--- config.mk ---
export PLATFORM = sky130hd
export DESIGN_NAME = file_write_receiver_core_flat
export DESIGN_NICKNAME = d
export VERILOG_FILES = /design/src/rtl/core/fwr_pkg.sv /design/src/rtl/core/fwr_channels.sv /design/src/rtl/core/fwr_front.sv /design/src/rtl/core/fwr_fifo.sv /design/src/rtl/core/fwr_back.sv /design/src/rtl/core/file_write_receiver_core.sv /design/src/flat_wrapper.sv
export VERILOG_INCLUDE_DIRS = /design/src /design/src/rtl/core
export SDC_FILE = /design/constraint.sdc
export NUM_CORES = 1
export LEC_CHECK = 0
export ABC_AREA = 1
export ABC_CLOCK_PERIOD_IN_PS = 18400
export BUFFER_PORTS_ARGS = -buffer_cell sky130_fd_sc_hd__buf_2
export CORE_MARGIN = 10
export CORE_UTILIZATION = 50
export CTS_BUF_LIST = sky130_fd_sc_hd__clkbuf_16
export CTS_CLUSTER_DIAMETER = 50
export DETAILED_ROUTE_END_ITERATION = 8
export PLACE_DENSITY_LB_ADDON = 0.25
export SYNTH_ARGS = -nofsm -noshare
export SYNTH_HDL_FRONTEND = slang
export SYNTH_SLANG_ARGS = --single-unit
--- constraint.sdc ---
create_clock -name clock -period 18.4 [get_ports clock]
set_input_delay 3.68 -clock clock [delete_from_list [all_inputs] [get_ports clock]]
set_output_delay 3.68 -clock clock [all_outputs]
set_load 0.05 [all_outputs]
--- src/rtl/core/file_write_receiver_core_defines.svh ---
// Assertion macros for the file write receiver core.
// Included by file_write_receiver_core.sv; needs no package.
`ifndef FILE_WRITE_RECEIVER_CORE_DEFINES_SVH
`define FILE_WRITE_RECEIVER_CORE_DEFINES_SVH

// consequent must hold in the same cycle as the antecedent
`define FWR_ASSERT_SAME(label, clk, rst, ante, cons, msg) \
   label: assert property (@(posedge clk) disable iff (rst) (ante) |-> (cons)) \
      else $error(msg);

// consequent must hold in the cycle after the antecedent
`define FWR_ASSERT_NEXT(label, clk, rst, ante, cons, msg) \
   label: assert property (@(posedge clk) disable iff (rst) (ante) |=> (cons)) \
      else $error(msg);

`endif

--- src/rtl/core/fwr_pkg.sv ---
// Shared types and constants of the file write receiver core.
// No dependencies; imported by all core modules.
`default_nettype none
package fwr_pkg;

   localparam int FWR_MAX_PACKET_BYTES = 256;
   localparam int FWR_QUEUE_DEPTH      = 4;
   localparam logic [15:0] FWR_ACK_INTERVAL_DEFAULT = 16'd10;

   localparam logic [31:0] FWR_TOTAL_BYTES_RESET  = 32'd0;
   localparam logic [31:0] FWR_START_OFFSET_RESET = 32'd0;

   typedef enum logic {
      FWR_OP_START = 1'b0,
      FWR_OP_DATA  = 1'b1
   } fwr_op_type;

   typedef enum logic [2:0] {
      FWR_ST_OK         = 3'd0,
      FWR_ST_BAD_STATE  = 3'd1,
      FWR_ST_BAD_SIZE   = 3'd2,
      FWR_ST_WRITE_FAIL = 3'd3,
      FWR_ST_COUNT_ERR  = 3'd4,
      FWR_ST_CKSUM_ERR  = 3'd5
   } fwr_status_type;

   typedef enum logic [1:0] {
      FWR_CSR_TOTAL_BYTES  = 2'd0,
      FWR_CSR_ACK_INTERVAL = 2'd1,
      FWR_CSR_CHECK_EN     = 2'd2,
      FWR_CSR_START_OFFSET = 2'd3
   } fwr_csr_type;

   typedef struct packed {
      logic [31:0] total_bytes;
      logic [15:0] ack_interval;
      logic        check_en;
      logic [31:0] start_offset;
   } fwr_cfg_type;

   // one queue entry: a start, or the end of a message
   typedef struct packed {
      logic        is_start;
      logic [31:0] sum;
      logic [31:0] seq_no;
      logic        sum_present;
      logic [15:0] sent_checksum;
      logic        write_ok;
      logic [31:0] transfer_tag;
   } fwr_msg_type;

   localparam int FWR_MSG_W = $bits(fwr_msg_type);

endpackage
`default_nettype wire

--- src/rtl/core/fwr_channels.sv ---
// Word channel interfaces of the file write receiver core.
// Request and response channels; no dependencies.
`default_nettype none
interface fwr_req_if;
   logic        valid;
   logic        ready;
   logic        op;
   logic [7:0]  data_byte;
   logic        last_byte;
   logic [31:0] seq_no;
   logic        sum_present;
   logic [15:0] sent_checksum;
   logic        write_ok;
   logic [31:0] transfer_tag;

   modport source (output valid, op, data_byte, last_byte, seq_no, sum_present,
                   sent_checksum, write_ok, transfer_tag, input ready);
   modport sink   (input valid, op, data_byte, last_byte, seq_no, sum_present,
                   sent_checksum, write_ok, transfer_tag, output ready);
endinterface

interface fwr_rsp_if;
   logic        valid;
   logic        ready;
   logic [2:0]  status;
   logic        all_received;
   logic [31:0] resend_at;
   logic [31:0] echo_tag;

   modport source (output valid, status, all_received, resend_at, echo_tag, input ready);
   modport sink   (input valid, status, all_received, resend_at, echo_tag, output ready);
endinterface
`default_nettype wire

--- src/rtl/core/fwr_front.sv ---
// Front end: accepts request words, counts and checksums message bytes.
// Pushes start and message-end entries to the queue. Uses fwr_pkg, fwr_req_if.
`default_nettype none
module fwr_front import fwr_pkg::*; #(
   parameter int MAX_PACKET_BYTES = FWR_MAX_PACKET_BYTES,
   localparam int CNT_W = $clog2(MAX_PACKET_BYTES + 2)
) (
   input  wire logic             clock,
   input  wire logic             reset,
   fwr_req_if.sink               req,
   input  wire logic             q_full,
   output logic                  q_push,
   output logic [CNT_W-1:0]      q_count,
   output fwr_msg_type           q_msg
);

   logic [CNT_W-1:0] count_ff, count_in, count_sat;
   logic [31:0]      sum_ff, sum_in, sum_fin;
   logic [7:0]       high_ff, high_in;
   logic             odd_ff, odd_in;
   logic [15:0]      word;
   logic             accept;
   logic             is_start;

   assign req.ready = !q_full;
   assign accept    = req.valid && req.ready;
   assign is_start  = (req.op == FWR_OP_START);

   // count saturates one past the limit
   assign count_sat = (count_ff <= CNT_W'(MAX_PACKET_BYTES)) ? count_ff + 1'b1 : count_ff;
   // an odd tail byte is padded with a zero low byte
   assign word      = odd_ff ? {high_ff, req.data_byte} : {req.data_byte, 8'h00};
   assign sum_fin   = sum_ff + {16'h0000, word};

   always_comb begin
      count_in = count_ff;
      sum_in   = sum_ff;
      high_in  = high_ff;
      odd_in   = odd_ff;
      if (accept) begin
         if (is_start || req.last_byte) begin
            count_in = '0;
            sum_in   = '0;
            high_in  = '0;
            odd_in   = 1'b0;
         end else begin
            count_in = count_sat;
            if (odd_ff) begin
               sum_in = sum_fin;
               odd_in = 1'b0;
            end else begin
               high_in = req.data_byte;
               odd_in  = 1'b1;
            end
         end
      end
   end

   always_ff @(posedge clock) begin
      if (reset) begin
         count_ff <= '0;
         sum_ff   <= '0;
         high_ff  <= '0;
         odd_ff   <= 1'b0;
      end else begin
         count_ff <= count_in;
         sum_ff   <= sum_in;
         high_ff  <= high_in;
         odd_ff   <= odd_in;
      end
   end

   assign q_push  = accept && (is_start || req.last_byte);
   assign q_count = is_start ? '0 : count_sat;

   always_comb begin
      q_msg.is_start      = is_start;
      q_msg.sum           = sum_fin;
      q_msg.seq_no        = req.seq_no;
      q_msg.sum_present   = req.sum_present;
      q_msg.sent_checksum = req.sent_checksum;
      q_msg.write_ok      = req.write_ok;
      q_msg.transfer_tag  = req.transfer_tag;
   end

endmodule
`default_nettype wire

--- src/rtl/core/fwr_fifo.sv ---
// Small flop-based queue between front and back ends.
// Generic width and depth; uses fwr_pkg for the default depth.
`default_nettype none
module fwr_fifo import fwr_pkg::*; #(
   parameter int WIDTH = 8,
   parameter int DEPTH = FWR_QUEUE_DEPTH,
   localparam int PTR_W = (DEPTH > 1) ? $clog2(DEPTH) : 1,
   localparam int CNT_W = $clog2(DEPTH + 1)
) (
   input  wire logic             clock,
   input  wire logic             reset,
   input  wire logic             push,
   input  wire logic [WIDTH-1:0] push_data,
   output logic                  full,
   input  wire logic             pop,
   output logic                  pop_valid,
   output logic [WIDTH-1:0]      pop_data
);

   logic [WIDTH-1:0] mem_ff [DEPTH];
   logic [PTR_W-1:0] wr_ptr_ff, wr_ptr_in, rd_ptr_ff, rd_ptr_in;
   logic [CNT_W-1:0] count_ff, count_in;
   logic             do_push, do_pop;

   assign full      = (count_ff == CNT_W'(DEPTH));
   assign pop_valid = (count_ff != '0);
   assign pop_data  = mem_ff[rd_ptr_ff];
   assign do_push   = push && !full;
   assign do_pop    = pop && pop_valid;

   always_comb begin
      wr_ptr_in = wr_ptr_ff;
      rd_ptr_in = rd_ptr_ff;
      count_in  = count_ff;
      if (do_push) begin
         wr_ptr_in = (wr_ptr_ff == PTR_W'(DEPTH - 1)) ? '0 : wr_ptr_ff + 1'b1;
      end
      if (do_pop) begin
         rd_ptr_in = (rd_ptr_ff == PTR_W'(DEPTH - 1)) ? '0 : rd_ptr_ff + 1'b1;
      end
      if (do_push && !do_pop) begin
         count_in = count_ff + 1'b1;
      end else if (do_pop && !do_push) begin
         count_in = count_ff - 1'b1;
      end
   end

   always_ff @(posedge clock) begin
      if (reset) begin
         wr_ptr_ff <= '0;
         rd_ptr_ff <= '0;
         count_ff  <= '0;
      end else begin
         wr_ptr_ff <= wr_ptr_in;
         rd_ptr_ff <= rd_ptr_in;
         count_ff  <= count_in;
      end
   end

   always_ff @(posedge clock) begin
      if (do_push) begin
         mem_ff[wr_ptr_ff] <= push_data;
      end
   end

endmodule
`default_nettype wire

--- src/rtl/core/fwr_back.sv ---
// Back end: transfer state, message checks and the registered response word.
// Uses fwr_pkg and fwr_rsp_if; fed from fwr_fifo.
`default_nettype none
module fwr_back import fwr_pkg::*; #(
   parameter int MAX_PACKET_BYTES = FWR_MAX_PACKET_BYTES,
   localparam int CNT_W = $clog2(MAX_PACKET_BYTES + 2)
) (
   input  wire logic             clock,
   input  wire logic             reset,
   input  wire fwr_cfg_type      cfg,
   input  wire logic             q_valid,
   input  wire logic [CNT_W-1:0] q_count,
   input  wire fwr_msg_type      q_msg,
   output logic                  q_pop,
   fwr_rsp_if.source             rsp
);

   logic           open_ff, open_in;
   logic [31:0]    bytes_done_ff, bytes_done_in;
   logic [31:0]    pos_ff, pos_in;          // start offset, plus the count on errors, twice the count on good messages
   logic [31:0]    expected_ff, expected_in;
   logic [15:0]    until_ack_ff, until_ack_in;
   logic           rsp_valid_ff, rsp_valid_in;
   fwr_status_type status_ff, status_in;
   logic           complete_ff, complete_in;
   logic [31:0]    retry_ff, retry_in;
   logic [31:0]    tag_ff;

   logic [15:0]    eff_rate, until_dec;
   logic [31:0]    n32, n2_32, bytes_new, pos_n, pos_2n, expected_inc;
   logic [16:0]    fold1;
   logic [15:0]    fold2, cksum;
   logic           cksum_bad, emit;

   assign eff_rate     = (cfg.ack_interval == '0) ? FWR_ACK_INTERVAL_DEFAULT : cfg.ack_interval;
   assign n32          = 32'(q_count);
   assign n2_32        = 32'({q_count, 1'b0});
   assign bytes_new    = bytes_done_ff + n32;
   assign pos_n        = pos_ff + n32;
   assign pos_2n       = pos_ff + n2_32;
   assign expected_inc = expected_ff + 32'd1;
   assign until_dec    = (until_ack_ff != '0) ? until_ack_ff - 1'b1 : until_ack_ff;

   assign fold1     = {1'b0, q_msg.sum[15:0]} + {1'b0, q_msg.sum[31:16]};
   assign fold2     = fold1[15:0] + {15'h0000, fold1[16]};
   assign cksum     = ~fold2;
   assign cksum_bad = cfg.check_en && q_msg.sum_present && (cksum != q_msg.sent_checksum);

   assign q_pop = q_valid && (!rsp_valid_ff || rsp.ready);

   always_comb begin
      open_in       = open_ff;
      bytes_done_in = bytes_done_ff;
      pos_in        = pos_ff;
      expected_in   = expected_ff;
      until_ack_in  = until_ack_ff;
      status_in     = FWR_ST_OK;
      complete_in   = 1'b0;
      retry_in      = '0;
      emit          = 1'b0;
      if (q_msg.is_start) begin
         open_in       = 1'b1;
         bytes_done_in = '0;
         pos_in        = cfg.start_offset;
         expected_in   = '0;
         until_ack_in  = eff_rate;
      end else if (!open_ff) begin
         status_in = FWR_ST_BAD_STATE;
         emit      = 1'b1;
      end else if (q_count > CNT_W'(MAX_PACKET_BYTES)) begin
         open_in   = 1'b0;
         status_in = FWR_ST_BAD_SIZE;
         emit      = 1'b1;
      end else begin
         bytes_done_in = bytes_new;
         emit          = 1'b1;
         if (!q_msg.write_ok) begin
            pos_in    = pos_n;
            status_in = FWR_ST_WRITE_FAIL;
         end else begin
            until_ack_in = until_dec;
            expected_in  = expected_inc;
            if (q_msg.seq_no != expected_inc) begin
               pos_in      = pos_n;
               status_in   = FWR_ST_COUNT_ERR;
               retry_in    = pos_n;
               expected_in = q_msg.seq_no;
            end else if (cksum_bad) begin
               pos_in    = pos_n;
               status_in = FWR_ST_CKSUM_ERR;
               retry_in  = pos_n;
            end else begin
               pos_in = pos_2n;
               if (bytes_new >= cfg.total_bytes) begin
                  complete_in = 1'b1;
               end else if (until_dec != '0) begin
                  emit = 1'b0;
               end else begin
                  until_ack_in = eff_rate;
                  expected_in  = '0;
               end
            end
         end
      end
   end

   assign rsp_valid_in = q_pop ? emit : (rsp_valid_ff && !rsp.ready);

   always_ff @(posedge clock) begin
      if (reset) begin
         open_ff       <= 1'b0;
         bytes_done_ff <= '0;
         pos_ff        <= '0;
         expected_ff   <= '0;
         until_ack_ff  <= '0;
         rsp_valid_ff  <= 1'b0;
      end else begin
         rsp_valid_ff <= rsp_valid_in;
         if (q_pop) begin
            open_ff       <= open_in;
            bytes_done_ff <= bytes_done_in;
            pos_ff        <= pos_in;
            expected_ff   <= expected_in;
            until_ack_ff  <= until_ack_in;
         end
      end
   end

   always_ff @(posedge clock) begin
      if (q_pop && emit) begin
         status_ff   <= status_in;
         complete_ff <= complete_in;
         retry_ff    <= retry_in;
         tag_ff      <= q_msg.transfer_tag;
      end
   end

   assign rsp.valid        = rsp_valid_ff;
   assign rsp.status       = status_ff;
   assign rsp.all_received = complete_ff;
   assign rsp.resend_at    = retry_ff;
   assign rsp.echo_tag     = tag_ff;

endmodule
`default_nettype wire

--- src/rtl/core/file_write_receiver_core.sv ---
// A message-end entry is written to the queue on the edge that takes the last byte of a message;
// the back end then pops it and registers its response word.
// Throughput: one request word per cycle while the queue is not full; the back end retires one
// queue entry per cycle unless a response waits, and the queue (QUEUE_DEPTH entries) absorbs response-side stalls.
// Reset: synchronous, active high; clears transfer state, counters and queue, and loads
// the register defaults (ack rate ten, others zero). Top level: front, queue, back end.
`default_nettype none
`include "file_write_receiver_core_defines.svh"
module file_write_receiver_core import fwr_pkg::*; #(
   parameter int MAX_PACKET_BYTES = FWR_MAX_PACKET_BYTES,
   parameter int QUEUE_DEPTH      = FWR_QUEUE_DEPTH
) (
   input  wire logic        clock,
   input  wire logic        reset,
   fwr_req_if.sink          req_chan,
   fwr_rsp_if.source        rsp_chan,
   input  wire logic        csr_we,
   input  wire logic [1:0]  csr_index,
   input  wire logic [31:0] csr_wdata
);

   localparam int CNT_W = $clog2(MAX_PACKET_BYTES + 2);
   localparam int Q_W   = CNT_W + FWR_MSG_W;

   fwr_cfg_type      cfg_ff, cfg_in;
   logic             q_push, q_full, q_pop, q_valid;
   logic [CNT_W-1:0] push_count, pop_count;
   fwr_msg_type      push_msg, pop_msg;
   logic [Q_W-1:0]   pop_data;
   logic             start_accept;

   always_comb begin
      cfg_in = cfg_ff;
      if (csr_we) begin
         case (csr_index)
            FWR_CSR_TOTAL_BYTES:  cfg_in.total_bytes  = csr_wdata;
            FWR_CSR_ACK_INTERVAL: cfg_in.ack_interval = csr_wdata[15:0];
            FWR_CSR_CHECK_EN:     cfg_in.check_en     = csr_wdata[0];
            FWR_CSR_START_OFFSET: cfg_in.start_offset = csr_wdata;
            default:              cfg_in = cfg_ff;
         endcase
      end
   end

   always_ff @(posedge clock) begin
      if (reset) begin
         cfg_ff.total_bytes  <= FWR_TOTAL_BYTES_RESET;
         cfg_ff.ack_interval <= FWR_ACK_INTERVAL_DEFAULT;
         cfg_ff.check_en     <= 1'b0;
         cfg_ff.start_offset <= FWR_START_OFFSET_RESET;
      end else begin
         cfg_ff <= cfg_in;
      end
   end

   fwr_front #(
      .MAX_PACKET_BYTES (MAX_PACKET_BYTES)
   ) u_front (
      .clock   (clock),
      .reset   (reset),
      .req     (req_chan),
      .q_full  (q_full),
      .q_push  (q_push),
      .q_count (push_count),
      .q_msg   (push_msg)
   );

   fwr_fifo #(
      .WIDTH (Q_W),
      .DEPTH (QUEUE_DEPTH)
   ) u_fifo (
      .clock     (clock),
      .reset     (reset),
      .push      (q_push),
      .push_data ({push_count, push_msg}),
      .full      (q_full),
      .pop       (q_pop),
      .pop_valid (q_valid),
      .pop_data  (pop_data)
   );

   assign pop_count = pop_data[Q_W-1 -: CNT_W];
   assign pop_msg   = pop_data[FWR_MSG_W-1:0];

   fwr_back #(
      .MAX_PACKET_BYTES (MAX_PACKET_BYTES)
   ) u_back (
      .clock   (clock),
      .reset   (reset),
      .cfg     (cfg_ff),
      .q_valid (q_valid),
      .q_count (pop_count),
      .q_msg   (pop_msg),
      .q_pop   (q_pop),
      .rsp     (rsp_chan)
   );

   assign start_accept = req_chan.valid && req_chan.ready && (req_chan.op == FWR_OP_START);

   `FWR_ASSERT_SAME(a_queue_no_overflow, clock, reset, q_push, !q_full, "queue push while full")
   `FWR_ASSERT_SAME(a_pop_has_entry, clock, reset, q_pop, q_valid, "back end pop from empty queue")
   `FWR_ASSERT_NEXT(a_start_queued, clock, reset, start_accept, q_valid, "start word not queued")

endmodule
`default_nettype wire
--- src/flat_wrapper.sv ---
// flat-port wrapper written by rule: the top's interface ports become plain ports
module file_write_receiver_core_flat import fwr_pkg::*;
#(
   parameter int MAX_PACKET_BYTES = FWR_MAX_PACKET_BYTES,
   parameter int QUEUE_DEPTH      = FWR_QUEUE_DEPTH
)
  (clock, reset, csr_we, csr_index, csr_wdata, req_chan_valid, req_chan_op, req_chan_data_byte, req_chan_last_byte, req_chan_seq_no, req_chan_sum_present, req_chan_sent_checksum, req_chan_write_ok, req_chan_transfer_tag, req_chan_ready, rsp_chan_valid, rsp_chan_status, rsp_chan_all_received, rsp_chan_resend_at, rsp_chan_echo_tag, rsp_chan_ready);
  fwr_req_if req_chan_i ();
  fwr_rsp_if rsp_chan_i ();
  input  wire logic clock;
  input  wire logic reset;
  input  wire logic csr_we;
  input  wire logic [1:0] csr_index;
  input  wire logic [31:0] csr_wdata;
  input wire logic [$bits(req_chan_i.valid)-1:0] req_chan_valid;
  input wire logic [$bits(req_chan_i.op)-1:0] req_chan_op;
  input wire logic [$bits(req_chan_i.data_byte)-1:0] req_chan_data_byte;
  input wire logic [$bits(req_chan_i.last_byte)-1:0] req_chan_last_byte;
  input wire logic [$bits(req_chan_i.seq_no)-1:0] req_chan_seq_no;
  input wire logic [$bits(req_chan_i.sum_present)-1:0] req_chan_sum_present;
  input wire logic [$bits(req_chan_i.sent_checksum)-1:0] req_chan_sent_checksum;
  input wire logic [$bits(req_chan_i.write_ok)-1:0] req_chan_write_ok;
  input wire logic [$bits(req_chan_i.transfer_tag)-1:0] req_chan_transfer_tag;
  output wire logic [$bits(req_chan_i.ready)-1:0] req_chan_ready;
  output wire logic [$bits(rsp_chan_i.valid)-1:0] rsp_chan_valid;
  output wire logic [$bits(rsp_chan_i.status)-1:0] rsp_chan_status;
  output wire logic [$bits(rsp_chan_i.all_received)-1:0] rsp_chan_all_received;
  output wire logic [$bits(rsp_chan_i.resend_at)-1:0] rsp_chan_resend_at;
  output wire logic [$bits(rsp_chan_i.echo_tag)-1:0] rsp_chan_echo_tag;
  input wire logic [$bits(rsp_chan_i.ready)-1:0] rsp_chan_ready;
  assign req_chan_i.valid = req_chan_valid;
  assign req_chan_i.op = req_chan_op;
  assign req_chan_i.data_byte = req_chan_data_byte;
  assign req_chan_i.last_byte = req_chan_last_byte;
  assign req_chan_i.seq_no = req_chan_seq_no;
  assign req_chan_i.sum_present = req_chan_sum_present;
  assign req_chan_i.sent_checksum = req_chan_sent_checksum;
  assign req_chan_i.write_ok = req_chan_write_ok;
  assign req_chan_i.transfer_tag = req_chan_transfer_tag;
  assign req_chan_ready = req_chan_i.ready;
  assign rsp_chan_valid = rsp_chan_i.valid;
  assign rsp_chan_status = rsp_chan_i.status;
  assign rsp_chan_all_received = rsp_chan_i.all_received;
  assign rsp_chan_resend_at = rsp_chan_i.resend_at;
  assign rsp_chan_echo_tag = rsp_chan_i.echo_tag;
  assign rsp_chan_i.ready = rsp_chan_ready;
  file_write_receiver_core #(.MAX_PACKET_BYTES(MAX_PACKET_BYTES), .QUEUE_DEPTH(QUEUE_DEPTH)) u_core (.clock(clock), .reset(reset), .req_chan(req_chan_i), .rsp_chan(rsp_chan_i), .csr_we(csr_we), .csr_index(csr_index), .csr_wdata(csr_wdata));
endmodule
======== Word level (Yosys, flattened, before mapping) ========
Memory sizes are Yosys's and may differ from the RTL's. A register that Yosys moved wholly into a read port is not among the register bits.
Index checks and enable logic that the tools add are counted.
word-level totals
  bits in registers ....................... 320
  memory bits (writable) .................. 496
  bits of input ports ..................... 131
  output and inout bits ................... 70
  memories kept ........................... 1
memories
  name                  depth  bits a word  rd ports  clocked after memory_dff  wr ports  line            RTL
  u_core.u_fifo.mem_ff  4      124          1         1                         1         fwr_fifo.sv:20  logic [WIDTH-1:0] mem_ff [DEPTH];
cells by class
  $add $sub $neg .......................... 13
  order comparisons ....................... 3
  eq/ne operators ......................... 10
  muxes and demuxes ....................... 65
  bitwise logic cells ..................... 4
  reduce and logical (&&, ||, !) cells .... 38
operators with widths
  kind                                                  number
  two-way mux 32 bit                                    21
  two-way mux 16 bit                                    11
  adder 32 x 9 -> 32 bit                                2
  adder 32 x 1 -> 32 bit, second input constant         1
  adder 32 x 10 -> 32 bit                               1
  adder 32 x 16 -> 32 bit                               1
  >= comparator 32 bit                                  1
  != test 32 bit                                        1
  nonzero test 16 bit                                   2
  two-way mux 9 bit                                     3
  two-way mux 1 bit                                     18
  adder 16 x 16 -> 17 bit                               1
  adder 16 x 1 -> 16 bit                                1
  zero test 16 bit                                      1
  two-way mux 8 bit                                     2
  != test 16 bit                                        1
  NOT 16 bit                                            1
  subtractor 16 x 1 -> 16 bit, second input constant    1
  two-way mux 2 bit                                     6
  two-way mux 3 bit                                     4
  AND reduction 2 bit                                   6
  logical AND 1 bit                                     11
  adder 9 x 1 -> 9 bit, second input constant           1
  greater-than comparator 9 bit, second input constant  1
  other kinds (19)                                      34

======== Logic depth before layout (Yosys ltp) ========
  depth after elaboration ................. 12
  depth in mapped cells ................... 45
  depth with buffers taken out ............ 39

======== Cells and area by module ========
Synthesis repeated with hierarchy kept, for this count alone.
unflattened totals
  cell total of the unflattened synthesis .. 4738
  area, all modules ....................... 41431.0 um2
modules (own cells, without submodules)
  module                    instances  cells an instance  area an instance (um2)
  fwr_fifo                  1          1268               18898.1
  fwr_back                  1          2197               14518.9
  fwr_front                 1          751                4585.6
  file_write_receiver_core  1          522                3428.3

======== Worst setup path before layout ========
No wires, ideal clock.
  kind .................................... input to register
  from .................................... input port req_chan_valid
  to ...................................... memory u_core.u_fifo.mem_ff[0][0] (netlist name) (enable)
  library setup time ...................... 609 ps
  data arrival time ....................... 9395 ps
  path slack .............................. 8396 ps
  stages on the path ...................... 5
  buffers on the path ..................... 1
  cells stage by stage .................... nand2_1 -> clkbuf_1 -> nor2_1 -> inv_1 -> nor2_1
on the way
  word-level cells in the longest chain between the ends .. 5
RTL lines
  element                                  line                RTL
  from (decl)                              flat_wrapper.sv:15  input wire logic [$bits(req_chan_i.valid)-1:0] req_chan_valid;
  logical AND 1 bit                        -
  logical AND 1 bit                        fwr_front.sv:73     assign q_push = accept && (is_start || req.last_byte);
  logical AND 1 bit                        fwr_fifo.sv:28      assign do_push = push && !full;
  net u_core.u_fifo.do_push                fwr_fifo.sv:23      logic do_push, do_pop;
  two-way mux 1 bit                        fwr_fifo.sv:61      if (do_push) begin
  two-way mux 1 bit (implied by the code)  fwr_fifo.sv:62      mem_ff[wr_ptr_ff] <= push_data;
  to (decl)                                fwr_fifo.sv:20
The timed path passes the listed nets, and every way through them passes these cells.

==> run summary <==
postcts setup bufs: 0
ANT nets after route: 0
max_cap viols: 0
per-cell routed wire length: 18.0 microns
Synth top area share: 43.2%
TritonCTS buffer count: 99
first-pass GRT wire length: 157 mm
yosys warns: 0
I/O pin cnt: 201
Starting Density: 50.6%
Residual DRC: 0
chip width: 300 microns
Synth Instances: 4283
drt pass-1 iters: 5
Finished Layout Cells: 5568
initial antenna violation count: 19
GRT Total Usage: 21.7%
Worst Path Required: 18.74 ns
share of cells above drive strength 1: 10.2%
average size of a mapped cell: 9.16 sq um
vias: 30300
row count: 102
slowest stage cell, crit path: dfxtp_4
Worst-path clk slew: 0.06 ns
instance area after placement: 0.0410 sq mm
Placer Congestion: 0.949
CTS tree: yes
minimum clock period: 8.82 ns
worst-case clock buffer depth: 3
ys flop type: edfxtp_1
Gate power share: 40.5%
nets@finish: 4676
Post-Place Cells: 5375
clock root cell: clkbuf_16
die height: 300 microns
setup ws final: 9.58 ns
CP max stage delay: 1.00 ns
H-tree levels: 3
Post-synth EDFFs: 564
Initial DRC Count: 2662
Netlist cell types: 59
Clk pwr share: 26.5%
Hold/Removal Path Class: flop to flop
clk_lat worst skew: 0.67 ns
flops & latches, synth: 818
fmax: 113 MHz
Yosys top cell by area: edfxtp_1
setup TNS: 0 ns
Max-Slew Margin vs Limit: 27.4%
Synth Cell Area: 0.0392 sq mm
Async S/R FF share, synth: 0%
CTS sink cnt: 818
cell area power density: 161 mW/mm^2
RSZ-0062 raised after global routing: false
vias in the first global route: 28600
CP most frequent cell: nand2_1
die area: 0.0901 sq mm
Post-Route WL: 100 mm
post-CTS resize count: 0
Sw Share: 41.7%
LEAKAGE: 0.0173 uW
Post-DP HPWL: 67.3 mm
register area share after synthesis: 56.1%
fin crit share: 48.0%
Net Switching: 2980 uW
Area contributors post-synth: edfxtp_1 (43%), dfxtp_1 (13%), nand2_1 (8.1%), nor2_1 (4.4%), inv_1 (4.1%)
Internal: 4160 uW
area delta synth->final: 12.9%
Core Box Area: 0.0776 sq mm
worst reg-to-reg path cell count: 36
DR vias/cell: 5.44
DP Worst Slack: 9.59 ns
critical path type: flop to flop
peak supply drop: 135 uV
PortBufs: 200
Fin. Hold Viols: 0
post-route standard cell area excluding fillers: 0.0443 sq mm
critical path fanouts, max: 97
largest net degree at the start of global routing: 125
CP arrival: 9.16 ns
hold buffers post-CTS: 0
Power, Total: 7130 uW
Net Count, Synth: 4523
outcome: finished, final reports clean
Final setup viols: 0
GRT Residual Overflow: 0
Setup Skew: 0.0284 ns
WHS Path Cells: 2
CP Capture Type: flop
Seq pwr share: 33.0%
crit path launch type: flop
Slew Limit Fails: 0
worst-margin pin slew: 1.09 ns
-- power by group through the flow --
stage | registers [uW] | clock network, uW | logic (uW)
floorplan | 2600 | 0 | 1910
detailed placement | 2390 | 0 | 2850
global route | 2370 | 2000 | 3220
finish | 2350 | 1890 | 2890
global placement | 2390 | 0 | 2840
CTS | 2350 | 1930 | 2870
-- area by class of cell --
cell class | instances | area [sq um]
fill | 6771 | 33300
sequential | 818 | 22000
multi-input combinational | 2849 | 14800
clock buffer | 100 | 2500
inverter | 439 | 1660
tap | 1040 | 1300
timing repair buffer | 229 | 1230
clock inverter | 85 | 742
antenna | 8 | 20.0
-- registers in the layout, indices dropped and copies added, names as in the netlist, named ones only --
name and count:
u_core.u_back.rsp.echo_tag 32, u_core.u_front.odd_ff 1, u_core.u_back.pos_ff 32, u_core.u_back.bytes_done_ff 32, u_core.u_back.until_ack_ff 16, u_core.u_back.rsp.resend_at 32, u_core.u_back.rsp.valid 1, u_core.cfg_ff 81
u_core.u_front.high_ff 8, u_core.u_back.open_ff 1, u_core.u_front.count_ff 9, u_core.u_back.rsp.status 3, u_core.u_fifo.mem_ff 496, u_core.u_front.sum_ff 32, u_core.u_fifo.rd_ptr_ff 2, u_core.u_fifo.count_ff 3
u_core.u_back.rsp.all_received 1, u_core.u_back.expected_ff 32, u_core.u_fifo.wr_ptr_ff 2
-- synth_stat cells, drive strengths merged, types with 44 or more instances --
library cell  number
o22ai             89
nor2             468
nand3            256
xor2             107
nor3              44
dfxtp            254
ha               103
o21ai            339
a21oi            328
edfxtp           564
buf               65
inv              434
nand2            850
nand4             47
clkbuf           112
-- logic make-up after synthesis --
family,after synthesis,synth area share [%]
XOR/XNOR,138,3.15
AND/OR/NAND/NOR,1743,18.7
flip-flops,818,56.1
buffers and inverters,616,6.26
adder cells (fa/ha/maj),109,3.59
AO/OA/AOI/OAI,859,12.2
-- through the flow --
step / hold WS, ns / utilization, %
6_report: 0.444 / 57.1
5_1_grt: 0.467 / 57.1
3_3_place_gp: 0.433 / 52.9
3_5_place_dp: 0.437 / 52.9
2_1_floorplan: 0.424 / -
4_1_cts: 0.446 / 57.1
-- routing by layer --
layer	vias up	track usage, %	share of wire [%]	wire length (microns)
li1	14900	-	-	-
met1	14300	28.5	43	43300
met2	861	35.1	47	47000
met3	192	4.59	7.2	7180
met4	16	7.68	2.8	2780
met5	-	0	0.098	98
-- layout by cell type (no fill, tap or decap), drive strengths merged, types with 10 or more instances in the layout --
| cell type | instances |
|---|---|
| nand2 | 850 |
| edfxtp | 564 |
| inv | 472 |
| nor2 | 468 |
| o21ai | 339 |
| a21oi | 328 |
| nand3 | 256 |
| dfxtp | 254 |
| buf | 229 |
| xor2 | 107 |
| ha | 103 |
| clkbuf | 100 |
| o22ai | 89 |
| nand4 | 47 |
| nor3 | 44 |
| clkinv | 44 |
| or2 | 38 |
| xnor2 | 29 |
| nor4 | 19 |
| a22o | 17 |
| a32oi | 15 |
| a22oi | 13 |
| nand3b | 11 |
| o211ai | 10 |
-- critical path: cells and delay by family, from the launching register on --
kind,cells,cell delay (ns)
flops,1,1.00
buf+inv,7,2.87
simple gates,20,2.59
fa+ha+maj,4,1.01
compound gates,5,0.87
-- path summary, 6_finish.rpt --
kind	start	endpoint	slack, ns
max	flop	u_core.u_back.rsp.echo_tag[24]	9.58
max reg2reg	flop	u_core.u_back.rsp.echo_tag[24]	9.58
min	u_core.cfg_ff[10]	u_core.cfg_ff[10]	0.44
min reg2reg	u_core.cfg_ff[10]	u_core.cfg_ff[10]	0.44
(Power assumes the default switching activity.)
